===== src/rtl/cdpm_pkg.sv =====
package cdpm_pkg;

    // Item opcodes
    localparam logic OP_BYTE = 1'b0;
    localparam logic OP_TICK = 1'b1;

    // Configuration register indexes
    typedef enum logic [1:0] {
        CFG_TIMEOUT_EARLY = 2'd0,
        CFG_TIMEOUT_LAST  = 2'd1,
        CFG_TIMEOUT_RUN   = 2'd2,
        CFG_UNUSED        = 2'd3
    } t_cfg_idx;

    localparam int CFG_W = 13;

    localparam logic [CFG_W-1:0] TIMEOUT_EARLY_RST = 13'd1100;
    localparam logic [CFG_W-1:0] TIMEOUT_LAST_RST  = 13'd4100;
    localparam logic [CFG_W-1:0] TIMEOUT_RUN_RST   = 13'd300;
    localparam logic [CFG_W-1:0] IDLE_MAX          = 13'd8191;

    // ASCII codes
    localparam logic [7:0] CHAR_CR   = 8'h0D;
    localparam logic [7:0] CHAR_0    = 8'h30;
    localparam logic [7:0] CHAR_1    = 8'h31;
    localparam logic [7:0] CHAR_2    = 8'h32;
    localparam logic [7:0] CHAR_3    = 8'h33;
    localparam logic [7:0] CHAR_4    = 8'h34;
    localparam logic [7:0] CHAR_5    = 8'h35;
    localparam logic [7:0] CHAR_9    = 8'h39;
    localparam logic [7:0] CHAR_A    = 8'h41;
    localparam logic [7:0] CHAR_Z    = 8'h5A;

    // Receiver mode, one-hot
    typedef enum logic [7:0] {
        MODE_INACTIVE = 8'b0000_0001,
        MODE_CD_FIVE  = 8'b0000_0010,
        MODE_CD_FOUR  = 8'b0000_0100,
        MODE_CD_THREE = 8'b0000_1000,
        MODE_CD_TWO   = 8'b0001_0000,
        MODE_CD_ONE   = 8'b0010_0000,
        MODE_CD_ZERO  = 8'b0100_0000,
        MODE_POSITION = 8'b1000_0000
    } t_mode;

    // Mode codes as shown on the result channel
    localparam logic [2:0] CODE_INACTIVE = 3'd0;
    localparam logic [2:0] CODE_CD_FIVE  = 3'd1;
    localparam logic [2:0] CODE_CD_FOUR  = 3'd2;
    localparam logic [2:0] CODE_CD_THREE = 3'd3;
    localparam logic [2:0] CODE_CD_TWO   = 3'd4;
    localparam logic [2:0] CODE_CD_ONE   = 3'd5;
    localparam logic [2:0] CODE_CD_ZERO  = 3'd6;
    localparam logic [2:0] CODE_POSITION = 3'd7;

    typedef struct packed {
        logic [CFG_W-1:0] timeout_early;
        logic [CFG_W-1:0] timeout_last;
        logic [CFG_W-1:0] timeout_run;
    } t_cfg;

    typedef struct packed {
        logic       new_position;
        logic [7:0] from_node;
        logic [7:0] to_node;
        logic [7:0] next_node;
        logic [9:0] percent;
        logic [2:0] rx_mode;
    } t_result;

    function automatic logic [2:0] mode_code(input t_mode m);
        logic [2:0] c;
        unique case (m)
            MODE_INACTIVE: c = CODE_INACTIVE;
            MODE_CD_FIVE:  c = CODE_CD_FIVE;
            MODE_CD_FOUR:  c = CODE_CD_FOUR;
            MODE_CD_THREE: c = CODE_CD_THREE;
            MODE_CD_TWO:   c = CODE_CD_TWO;
            MODE_CD_ONE:   c = CODE_CD_ONE;
            MODE_CD_ZERO:  c = CODE_CD_ZERO;
            MODE_POSITION: c = CODE_POSITION;
            default:       c = CODE_INACTIVE;
        endcase
        return c;
    endfunction

endpackage


===== src/rtl/cdpm_in_if.sv =====
interface cdpm_in_if;
    logic       valid;
    logic       ready;
    logic       op;
    logic [7:0] rx_byte;

    modport source (output valid, output op, output rx_byte, input ready);
    modport sink   (input valid, input op, input rx_byte, output ready);
endinterface


===== src/rtl/cdpm_out_if.sv =====
interface cdpm_out_if;
    logic       valid;
    logic       ready;
    logic       new_position;
    logic [7:0] from_node;
    logic [7:0] to_node;
    logic [7:0] next_node;
    logic [9:0] percent;
    logic [2:0] rx_mode;

    modport source (output valid, output new_position, output from_node, output to_node,
                    output next_node, output percent, output rx_mode, input ready);
    modport sink   (input valid, input new_position, input from_node, input to_node,
                    input next_node, input percent, input rx_mode, output ready);
endinterface


===== src/rtl/cdpm_parse.sv =====
module cdpm_parse #(
    parameter int MSG_LEN = 7
) (
    input  logic              i_clk,
    input  logic              i_rst_n,
    input  logic              i_step,
    input  logic              i_op,
    input  logic [7:0]        i_rx_byte,
    input  cdpm_pkg::t_cfg    i_cfg,
    output cdpm_pkg::t_result o_result
);
    import cdpm_pkg::*;

    localparam int CNT_W = $clog2(MSG_LEN + 1);
    localparam int IDX_W = $clog2(MSG_LEN);
    localparam logic [CNT_W-1:0] CNT_FULL = CNT_W'(MSG_LEN);
    localparam logic [CNT_W-1:0] CNT_LAST = CNT_W'(MSG_LEN - 1);

    t_mode            r_mode, n_mode;
    logic [CNT_W-1:0] r_count, n_count;
    logic [7:0]       r_store [MSG_LEN];
    logic [CFG_W-1:0] r_idle, n_idle;
    logic [7:0]       r_from, n_from;
    logic [7:0]       r_to, n_to;
    logic [7:0]       r_next, n_next;
    logic [9:0]       r_percent, n_percent;

    logic             store_we;
    logic             pulse;
    logic             msg_ok;
    logic [CFG_W-1:0] limit;
    logic [9:0]       pct_calc;
    logic [2:0]       cur_code;

    // Check the collected message: three capitals then three digits
    always_comb begin
        msg_ok = (r_store[0] >= CHAR_A) && (r_store[0] <= CHAR_Z)
              && (r_store[1] >= CHAR_A) && (r_store[1] <= CHAR_Z)
              && (r_store[2] >= CHAR_A) && (r_store[2] <= CHAR_Z)
              && (r_store[3] >= CHAR_0) && (r_store[3] <= CHAR_9)
              && (r_store[4] >= CHAR_0) && (r_store[4] <= CHAR_9)
              && (r_store[5] >= CHAR_0) && (r_store[5] <= CHAR_9);
        pct_calc = 10'(r_store[3][3:0]) * 10'd100
                 + 10'(r_store[4][3:0]) * 10'd10
                 + 10'(r_store[5][3:0]);
    end

    // Pick the idle limit of the current mode
    always_comb begin
        cur_code = mode_code(r_mode);
        if (cur_code < CODE_CD_ONE) begin
            limit = i_cfg.timeout_early;
        end else if (cur_code == CODE_CD_ONE) begin
            limit = i_cfg.timeout_last;
        end else begin
            limit = i_cfg.timeout_run;
        end
    end

    // Next state for one word
    always_comb begin
        n_mode    = r_mode;
        n_count   = r_count;
        n_idle    = r_idle;
        n_from    = r_from;
        n_to      = r_to;
        n_next    = r_next;
        n_percent = r_percent;
        store_we  = 1'b0;
        pulse     = 1'b0;
        if (i_op == OP_TICK) begin
            n_idle = (r_idle == IDLE_MAX) ? r_idle : r_idle + 1'b1;
            if (r_mode != MODE_INACTIVE && n_idle > limit) begin
                n_mode = MODE_INACTIVE;
            end
        end else begin
            n_idle = '0;
            if (cur_code <= CODE_CD_ONE) begin
                // Countdown digits select the countdown state, others are ignored
                unique case (i_rx_byte)
                    CHAR_5:  n_mode = MODE_CD_FIVE;
                    CHAR_4:  n_mode = MODE_CD_FOUR;
                    CHAR_3:  n_mode = MODE_CD_THREE;
                    CHAR_2:  n_mode = MODE_CD_TWO;
                    CHAR_1:  n_mode = MODE_CD_ONE;
                    CHAR_0:  n_mode = MODE_CD_ZERO;
                    default: n_mode = r_mode;
                endcase
            end else if (r_count < CNT_FULL) begin
                store_we = 1'b1;
                n_count  = r_count + 1'b1;
                if (i_rx_byte == CHAR_CR) begin
                    n_count = '0;
                    if (r_count == CNT_LAST) begin
                        n_mode = MODE_POSITION;
                        if (msg_ok) begin
                            pulse     = 1'b1;
                            n_from    = r_store[0];
                            n_to      = r_store[1];
                            n_next    = r_store[2];
                            n_percent = pct_calc;
                        end
                    end
                end
            end else begin
                // Overlong message: drop the byte and restart
                n_count = '0;
                n_mode  = MODE_POSITION;
            end
        end
    end

    // Advance state on each word
    always_ff @(posedge i_clk) begin
        if (!i_rst_n) begin
            r_mode    <= MODE_INACTIVE;
            r_count   <= '0;
            r_idle    <= '0;
            r_from    <= '0;
            r_to      <= '0;
            r_next    <= '0;
            r_percent <= '0;
        end else if (i_step) begin
            r_mode    <= n_mode;
            r_count   <= n_count;
            r_idle    <= n_idle;
            r_from    <= n_from;
            r_to      <= n_to;
            r_next    <= n_next;
            r_percent <= n_percent;
        end
    end

    // Message store, no reset
    always_ff @(posedge i_clk) begin
        if (i_step && store_we) begin
            r_store[r_count[IDX_W-1:0]] <= i_rx_byte;
        end
    end

    assign o_result.new_position = pulse;
    assign o_result.from_node    = n_from;
    assign o_result.to_node      = n_to;
    assign o_result.next_node    = n_next;
    assign o_result.percent      = n_percent;
    assign o_result.rx_mode      = mode_code(n_mode);

endmodule


===== src/rtl/countdown_position_msg_parser_core.sv =====
// Countdown and position message parser.
// Input channel i_rx carries one word per item: op 0 is a received UART byte
// in rx_byte, op 1 is a one millisecond tick. Output channel o_res returns one
// result word per input word: the new_position pulse, the latest node letters
// and percent, and the current receive mode (0 inactive, 1..6 countdown five
// to zero, 7 position).
// Timeouts are written through i_cfg_we / i_cfg_index / i_cfg_data while idle;
// index 0 early countdown, 1 last countdown, 2 run; index 3 is ignored.
// An accepted word sits in the input register; once the result register is free
// or read, the state steps and its result loads the result register with valid.
// Throughput is one word per cycle unless the receiver stalls.
// When the receiver stalls, the result register holds and the input register
// still takes one more word; after that i_rx.ready drops until o_res.ready.
// Synchronous reset clears the valid flags of both registers, the mode, byte count,
// idle count, latched node letters and percent, and loads the default timeouts.
module countdown_position_msg_parser_core #(
    parameter int MSG_LEN = 7
) (
    input  logic                          i_clk,
    input  logic                          i_rst_n,
    cdpm_in_if.sink                       i_rx,
    cdpm_out_if.source                    o_res,
    input  logic                          i_cfg_we,
    input  logic [1:0]                    i_cfg_index,
    input  logic [cdpm_pkg::CFG_W-1:0]    i_cfg_data
);
    import cdpm_pkg::*;

    t_cfg       r_cfg;
    logic       r_in_valid;
    logic       r_op;
    logic [7:0] r_rx_byte;
    logic       r_out_valid;
    t_result    r_res;
    t_result    core_res;
    logic       advance;

    assign advance    = r_in_valid && (!r_out_valid || o_res.ready);
    assign i_rx.ready = !r_in_valid || advance;

    // Configuration writes
    always_ff @(posedge i_clk) begin
        if (!i_rst_n) begin
            r_cfg.timeout_early <= TIMEOUT_EARLY_RST;
            r_cfg.timeout_last  <= TIMEOUT_LAST_RST;
            r_cfg.timeout_run   <= TIMEOUT_RUN_RST;
        end else if (i_cfg_we) begin
            unique case (t_cfg_idx'(i_cfg_index))
                CFG_TIMEOUT_EARLY: r_cfg.timeout_early <= i_cfg_data;
                CFG_TIMEOUT_LAST:  r_cfg.timeout_last  <= i_cfg_data;
                CFG_TIMEOUT_RUN:   r_cfg.timeout_run   <= i_cfg_data;
                default:           r_cfg <= r_cfg;
            endcase
        end
    end

    // Input register
    always_ff @(posedge i_clk) begin
        if (!i_rst_n) begin
            r_in_valid <= 1'b0;
        end else if (i_rx.ready) begin
            r_in_valid <= i_rx.valid;
        end
    end

    always_ff @(posedge i_clk) begin
        if (i_rx.ready && i_rx.valid) begin
            r_op      <= i_rx.op;
            r_rx_byte <= i_rx.rx_byte;
        end
    end

    cdpm_parse #(
        .MSG_LEN (MSG_LEN)
    ) u_parse (
        .i_clk     (i_clk),
        .i_rst_n   (i_rst_n),
        .i_step    (advance),
        .i_op      (r_op),
        .i_rx_byte (r_rx_byte),
        .i_cfg     (r_cfg),
        .o_result  (core_res)
    );

    // Result register
    always_ff @(posedge i_clk) begin
        if (!i_rst_n) begin
            r_out_valid <= 1'b0;
        end else if (advance) begin
            r_out_valid <= 1'b1;
        end else if (o_res.ready) begin
            r_out_valid <= 1'b0;
        end
    end

    always_ff @(posedge i_clk) begin
        if (advance) begin
            r_res <= core_res;
        end
    end

    assign o_res.valid        = r_out_valid;
    assign o_res.new_position = r_res.new_position;
    assign o_res.from_node    = r_res.from_node;
    assign o_res.to_node      = r_res.to_node;
    assign o_res.next_node    = r_res.next_node;
    assign o_res.percent      = r_res.percent;
    assign o_res.rx_mode      = r_res.rx_mode;

endmodule


===== src/flat_wrapper.sv =====
// flat-port wrapper written by rule: the top's interface ports become plain ports
module countdown_position_msg_parser_core_flat import cdpm_pkg::*;
#(
    parameter int MSG_LEN = 7
)
  (i_clk, i_rst_n, i_cfg_we, i_cfg_index, i_cfg_data, i_rx_valid, i_rx_op, i_rx_rx_byte, i_rx_ready, o_res_valid, o_res_new_position, o_res_from_node, o_res_to_node, o_res_next_node, o_res_percent, o_res_rx_mode, o_res_ready);
  cdpm_in_if i_rx_i ();
  cdpm_out_if o_res_i ();
  input  logic i_clk;
  input  logic i_rst_n;
  input  logic i_cfg_we;
  input  logic [1:0] i_cfg_index;
  input  logic [cdpm_pkg::CFG_W-1:0] i_cfg_data;
  input wire logic [$bits(i_rx_i.valid)-1:0] i_rx_valid;
  input wire logic [$bits(i_rx_i.op)-1:0] i_rx_op;
  input wire logic [$bits(i_rx_i.rx_byte)-1:0] i_rx_rx_byte;
  output wire logic [$bits(i_rx_i.ready)-1:0] i_rx_ready;
  output wire logic [$bits(o_res_i.valid)-1:0] o_res_valid;
  output wire logic [$bits(o_res_i.new_position)-1:0] o_res_new_position;
  output wire logic [$bits(o_res_i.from_node)-1:0] o_res_from_node;
  output wire logic [$bits(o_res_i.to_node)-1:0] o_res_to_node;
  output wire logic [$bits(o_res_i.next_node)-1:0] o_res_next_node;
  output wire logic [$bits(o_res_i.percent)-1:0] o_res_percent;
  output wire logic [$bits(o_res_i.rx_mode)-1:0] o_res_rx_mode;
  input wire logic [$bits(o_res_i.ready)-1:0] o_res_ready;
  assign i_rx_i.valid = i_rx_valid;
  assign i_rx_i.op = i_rx_op;
  assign i_rx_i.rx_byte = i_rx_rx_byte;
  assign i_rx_ready = i_rx_i.ready;
  assign o_res_valid = o_res_i.valid;
  assign o_res_new_position = o_res_i.new_position;
  assign o_res_from_node = o_res_i.from_node;
  assign o_res_to_node = o_res_i.to_node;
  assign o_res_next_node = o_res_i.next_node;
  assign o_res_percent = o_res_i.percent;
  assign o_res_rx_mode = o_res_i.rx_mode;
  assign o_res_i.ready = o_res_ready;
  countdown_position_msg_parser_core #(.MSG_LEN(MSG_LEN)) u_core (.i_clk(i_clk), .i_rst_n(i_rst_n), .i_rx(i_rx_i), .o_res(o_res_i), .i_cfg_we(i_cfg_we), .i_cfg_index(i_cfg_index), .i_cfg_data(i_cfg_data));
endmodule

===== config.mk =====
export PLATFORM = sky130hd
export DESIGN_NAME = countdown_position_msg_parser_core_flat
export DESIGN_NICKNAME = d
export VERILOG_FILES = /design/src/rtl/cdpm_pkg.sv /design/src/rtl/cdpm_in_if.sv /design/src/rtl/cdpm_out_if.sv /design/src/rtl/cdpm_parse.sv /design/src/rtl/countdown_position_msg_parser_core.sv /design/src/flat_wrapper.sv
export SDC_FILE = /design/constraint.sdc
export NUM_CORES = 1
export LEC_CHECK = 0
export ABC_AREA = 1
export BUFFER_PORTS_ARGS = -buffer_cell sky130_fd_sc_hd__buf_2
export CORE_ASPECT_RATIO = 1.1
export CORE_UTILIZATION = 55
export CTS_CLUSTER_DIAMETER = 30
export DETAILED_ROUTE_END_ITERATION = 8
export PLACE_DENSITY_LB_ADDON = 0.12
export SLEW_MARGIN = 0
export SYNTH_ARGS = -nofsm -noshare
export SYNTH_HDL_FRONTEND = slang
export SYNTH_SLANG_ARGS = --single-unit

===== constraint.sdc =====
create_clock -name i_clk -period 2.95 [get_ports i_clk]
set_clock_uncertainty 0.2 [all_clocks]
set_input_delay 0.1475 -clock i_clk [delete_from_list [all_inputs] [get_ports i_clk]]
set_output_delay 0.1475 -clock i_clk [all_outputs]
set_load 0.02 [all_outputs]

After elaboration in Yosys (flattened, before gate mapping)
Memory sizes are Yosys's and may differ from the RTL's. Index checks and enable logic that the tools add are counted.

$add $sub $neg: 4. Equal/unequal tests: 27. Mux-type cells: 47. Bitwise gates (word level): 5. Multipliers: 2. Reductions and logical operators: 26. Order comparisons: 16.

Operator list (count): two-way mux 8 bit (24); equality test 8 x 6 -> 1 bit (second input constant) (8); two-way mux 10 bit (6); two-way mux 13 bit (4); case mux 8 bit (6 select lines) (1); case mux 3 bit (7 select lines) (2); equality test 8 x 4 -> 1 bit (second input constant) (3); greater-or-equal comparator 8 x 6 -> 1 bit (second input constant) (3); greater-or-equal comparator 8 x 7 -> 1 bit (second input constant) (3); <= comparator 8 x 6 -> 1 bit (second input constant) (3); <= comparator 8 x 7 -> 1 bit (second input constant) (3); equality test 8 x 2 -> 1 bit (second input constant) (2); equality test 8 x 3 -> 1 bit (second input constant) (2); equality test 8 x 5 -> 1 bit (second input constant) (2); equality test 8 x 7 -> 1 bit (second input constant) (2); equality test 8 bit (second input constant) (2); logical AND 1 bit (15); adder 13 x 1 -> 13 bit (second input constant) (1); equality test 13 bit (second input constant) (1); > comparator 13 bit (1); adder 10 x 4 -> 10 bit (1); adder 10 x 8 -> 10 bit (1); multiplier 4 x 5 -> 8 bit (second input constant) (1); two-way mux 1 bit (8); other kinds (17) (28).

Input bits: 29. Flip-flop bits (word level): 146. RAM bits: 56. Word-level logic and storage cells: 148. Memories kept: 1. Output and inout bits: 40.

Memory list: u_core.u_parse.r_store (words 7, bits a word 8, rd ports 6, clocked after Yosys merged registers in 0, write ports 1, RTL line cdpm_parse.sv:21) `logic [7:0] r_store [MSG_LEN];`.

Logic depth before layout (Yosys ltp)
An unclocked memory read counts as a cell.

Word-level depth: 19. Depth in mapped cells: 26. Gate-level depth less buffers: 26.

Hierarchy
From an unflattened synthesis, not the netlist that was laid out.

Cells, all modules: 1151. Area, all modules: 9713.1 sq um.

Modules (own cells, without submodules): cdpm_parse (instances 1, seq. area each 2602.5 sq um, cells an instance 854, area an instance 6628.9 sq um); countdown_position_msg_parser_core (instances 1, seq. area each 2232.1 sq um, cells an instance 297, area an instance 3084.2 sq um).

Worst setup path after synthesis
OpenSTA, ideal clock, no wires.

Path kind: register to register. From: mem u_core.u_parse.r_store[4][1]. To: reg u_core.r_res, in the netlist u_core.o_res.percent[8], data pin. Slack: -250 ps. Data required time: 2497 ps. Stages on the path, launching flop included: 15. Arrival time: 2746 ps. Clock period less this slack: 3200 ps. Cells stage by stage: edfxtp_1 -> ha_1 -> ha_1 -> fa_1 -> ha_1 -> ha_1 -> nand2_1 -> nand2_1 -> a31oi_1 -> o21bai_1 -> nand2_1 -> nand2_1 -> xor2_1 -> nand2_1 -> nand2_1.

RTL lines: start: declaration (RTL line cdpm_parse.sv:21); end signal: assignment (RTL line countdown_position_msg_parser_core.sv:98) `r_res <= core_res;`; end: declaration (RTL line countdown_position_msg_parser_core.sv:34) `t_result r_res;`.

==> impl_metrics.env <==
export IMPL_status="finished, violations left"
export IMPL_violations="setup timing"
export IMPL_path_class="reg -> reg"
export IMPL_reg2reg_to="u_core.o_res.rx_mode[1]$_DFFE_PP_"
export IMPL_whs_path_depth=5
export IMPL_rrSetupSlack_ps=-340
export IMPL_drive_above_1_share=0.289
export IMPL_final_nets=1388
export IMPL_syn_to_final_growth_pct=29.6
export IMPL_dominantRegCellSynth="dfxtp_1"
export IMPL_synth_edff_count=95
export IMPL_viasPerCell=5.15
export IMPL_synth_area_sq_um=9600
export IMPL_grt_usage=0.256
export IMPL_synth_distinct_cells=42
export IMPL_num_rows=50
export IMPL_htree_levels=4
export IMPL_tritoncts="yes"
export IMPL_io_buffers=68
export IMPL_postSynthCellCount=1137
export IMPL_first_pass_iters=5
export IMPL_io_pins=69
export IMPL_grt_overflow=0
export IMPL_report_power_total_mw=6.02
export IMPL_start_util=0.564
export IMPL_yosys_top_cells_area="edfxtp_1 (30%), dfxtp_1 (21%), nand2_1 (8.7%)"
export IMPL_ant_nets=0
export IMPL_route_detailed_drc=0
export IMPL_synth_warnings=0
export IMPL_grt_pass1_wl_um=35800
export IMPL_wl_um=22500
export IMPL_worst_slack_ps=-335
export IMPL_fin_util=0.731
export IMPL_max_vdd_ir_drop_mv=0.389
export IMPL_cts_sinks=194
export IMPL_synth_top_area_share=0.297
export IMPL_p_leak_nw=5.50
export IMPL_path_clk_slew_ps=80
export IMPL_tightestPinTransition_ps=1050
export IMPL_period_minus_slack_ps=3290
export IMPL_ys_ff_latch=194
export IMPL_yosysMostFrequentCell="nand2_1"
export IMPL_rsz0062_at_grt="yes"
export IMPL_hpwl_um=14800
export IMPL_wl_met2_um=10600
export IMPL_cp_start_kind="register"
export IMPL_grt_max_degree=84
export IMPL_cts_buffer_depth=2
export IMPL_finalSetupViolCount=19
export IMPL_place_congestion=0.877
export IMPL_fmax_ghz=0.304
export IMPL_hp_start="i_cfg_index[0]"
export IMPL_dr_wl_met3_um=1030
export IMPL_syn_avg_cell_area_sq_um=8.44
export IMPL_synth_nets=1215
export IMPL_drt_iter0_markers=592
export IMPL_crit_path_end_kind="register"
export IMPL_synth_commonest_cells="nand2_1 (222), nor2_1 (175), inv_1 (121)"
export IMPL_drv_slew=0
export IMPL_fin_crit_sh=1.11
export IMPL_relSlewSlack=0.302
export IMPL_clockRootBuffer="clkbuf_16"
export IMPL_grt_pass1_vias=7426
export IMPL_ys_seq_area_frac=0.504
export IMPL_yosysTopAreaCell="edfxtp_1"
export IMPL_core_area_sq_um=17000
export IMPL_wl_met1_um=10400
export IMPL_r2r_cells=21
export IMPL_required_ps=2950
export IMPL_die_y_um=141
export IMPL_antenna_found_initial=0
export IMPL_synth_async_reset_ratio=0
export IMPL_diodes=0
export IMPL_r2r_start="u_core.u_parse.r_mode[3]$_SDFFE_PN0P_"
export IMPL_clk_latency_ps=440
export IMPL_max_cap_violations=0
export IMPL_die_w_um=128
export IMPL_hold_violations=0
export IMPL_holdPathEnd="u_core.r_cfg[2]$_SDFFE_PN1P_"
export IMPL_path_max_fanout=7
export IMPL_p_per_area_nw_per_um2=484
export IMPL_cts_buffers_inserted=17
export IMPL_min_path_type="in -> reg"
export IMPL_crit_arrival_ps=3290
export IMPL_post_drt_wl_per_cell_um=14.5
export IMPL_via_count=8023
export IMPL_routed_top_layer="met4"
export IMPL_dieArea_sq_um=18000
-- logic make-up after synthesis --
group / after synthesis / synth area share
flip-flops: 194 / 0.504
AO/OA/AOI/OAI: 139 / 0.0786
AND/OR/NAND/NOR: 569 / 0.263
XOR/XNOR: 17 / 0.0163
buffers and inverters: 169 / 0.0707
adder cells (fa/ha/maj): 49 / 0.0678
-- repair_timing --
item	CTS	global route
endpoints found under the hold margin	50	0
buffers inserted	4	12
hold buffers	27	0
pin swaps	35	46
endpoints found under the setup margin	19	21
cloned	3	1
resized for setup	51	88
-- placed cells by master, fill, tap and decap left out, types with 27 or more instances in the layout --
cell type	instances
o21ai_1	28
dfxtp_1	92
o21ai_0	44
inv_1	112
nand3_1	67
nand2_2	60
nand2_1	195
buf_4	88
nor2_1	168
dlygate4sd3_1	27
edfxtp_1	95
buf_2	68
-- how the worst max path moves through the flow --
stage	startpoint	endpoint	slack (ps)
after CTS	u_core.u_parse.r_store[4][1]$_DFFE_PP_	u_core.o_res.percent[9]$_DFFE_PP_	-200
after detailed placement	u_core.u_parse.r_mode[3]$_SDFFE_PN0P_	u_core.o_res.rx_mode[2]$_DFFE_PP_	-350
final	u_core.u_parse.r_mode[3]$_SDFFE_PN0P_	u_core.o_res.rx_mode[1]$_DFFE_PP_	-340
after global routing	u_core.u_parse.r_mode[3]$_SDFFE_PN0P_	u_core.o_res.rx_mode[1]$_DFFE_PP_	-500
after global placement	u_core.u_parse.r_mode[3]$_SDFFE_PN0P_	u_core.o_res.rx_mode[2]$_DFFE_PP_	-330
after floorplan	u_core.u_parse.r_store[4][3]$_DFFE_PP_	u_core.o_res.percent[8]$_DFFE_PP_	-70
-- cell type report --
type | instances | area [sq um]
inverter | 127 | 487
multi-input combinational | 774 | 4710
timing repair buffer | 195 | 1470
tap | 234 | 293
sequential | 194 | 4840
clock inverter | 15 | 206
fill | 1255 | 4580
timing repair inverter | 1 | 6.26
clock buffer | 17 | 425
-- metrics by stage --
step                setup TNS [ps]  setup slack (ps)  instances  instance area, sq um  hold WS [ps]
finish                       -3340              -335       1557                 12400          11.6
global route                 -6240              -500       1557                 12400          32.4
CTS                          -1780              -196       1544                 11900          3.98
detailed placement           -2960              -353       1478                 10800           126
global placement             -2800              -330       1478                 10800           125
floorplan                     -244             -73.9       1137                  9730          46.4
-- worst max-delay path, stage by stage (launching register included) --
cell and delay (ps):
dfxtp_2 340, nor2_4 130, and2_4 150, nand4_1 220, buf_6 240, buf_12 150
nand2_4 50, nand3_2 90, o21ai_4 100, ha_4 250, a21oi_2 150, nand2_1 90
a21oi_2 150, nand2_2 100, nand2_4 140, nand2_1 80, nand2_2 120, nor2_4 60
inv_2 50, nor2_2 30, o21ai_1 70, nand2_1 60
-- state kept, by name, indices dropped and copies added, names as in the netlist, 3 cells and up --
signal / flops
u_core.u_parse.r_count: 3
u_core.o_res.rx_mode: 3
u_core.o_res.to_node: 8
u_core.u_parse.r_mode: 8
u_core.u_parse.r_store: 48
u_core.u_parse.r_to: 8
u_core.r_cfg: 39
u_core.o_res.next_node: 8
u_core.u_parse.r_percent: 10
u_core.u_parse.r_idle: 13
u_core.u_parse.r_next: 8
u_core.o_res.from_node: 8
u_core.o_res.percent: 10
u_core.u_parse.r_from: 8
u_core.r_rx_byte: 8
-- metal layers --
layer	track usage	vias to the layer above
met5	0	-
met1	0.342	3699
li1	-	4057
met3	0.0451	40
met2	0.412	227
met4	0.100	0
-- power breakdown --
group / switching [mW] / internal, mW / total (mW) / leakage (nW)
Clock: 1.13 / 1.31 / 2.44 / 0.303
Combinational: 0.351 / 0.237 / 0.588 / 3.50
Sequential: 0.0674 / 2.92 / 2.99 / 1.69
Note: power is estimated with default switching activity, not from simulation.
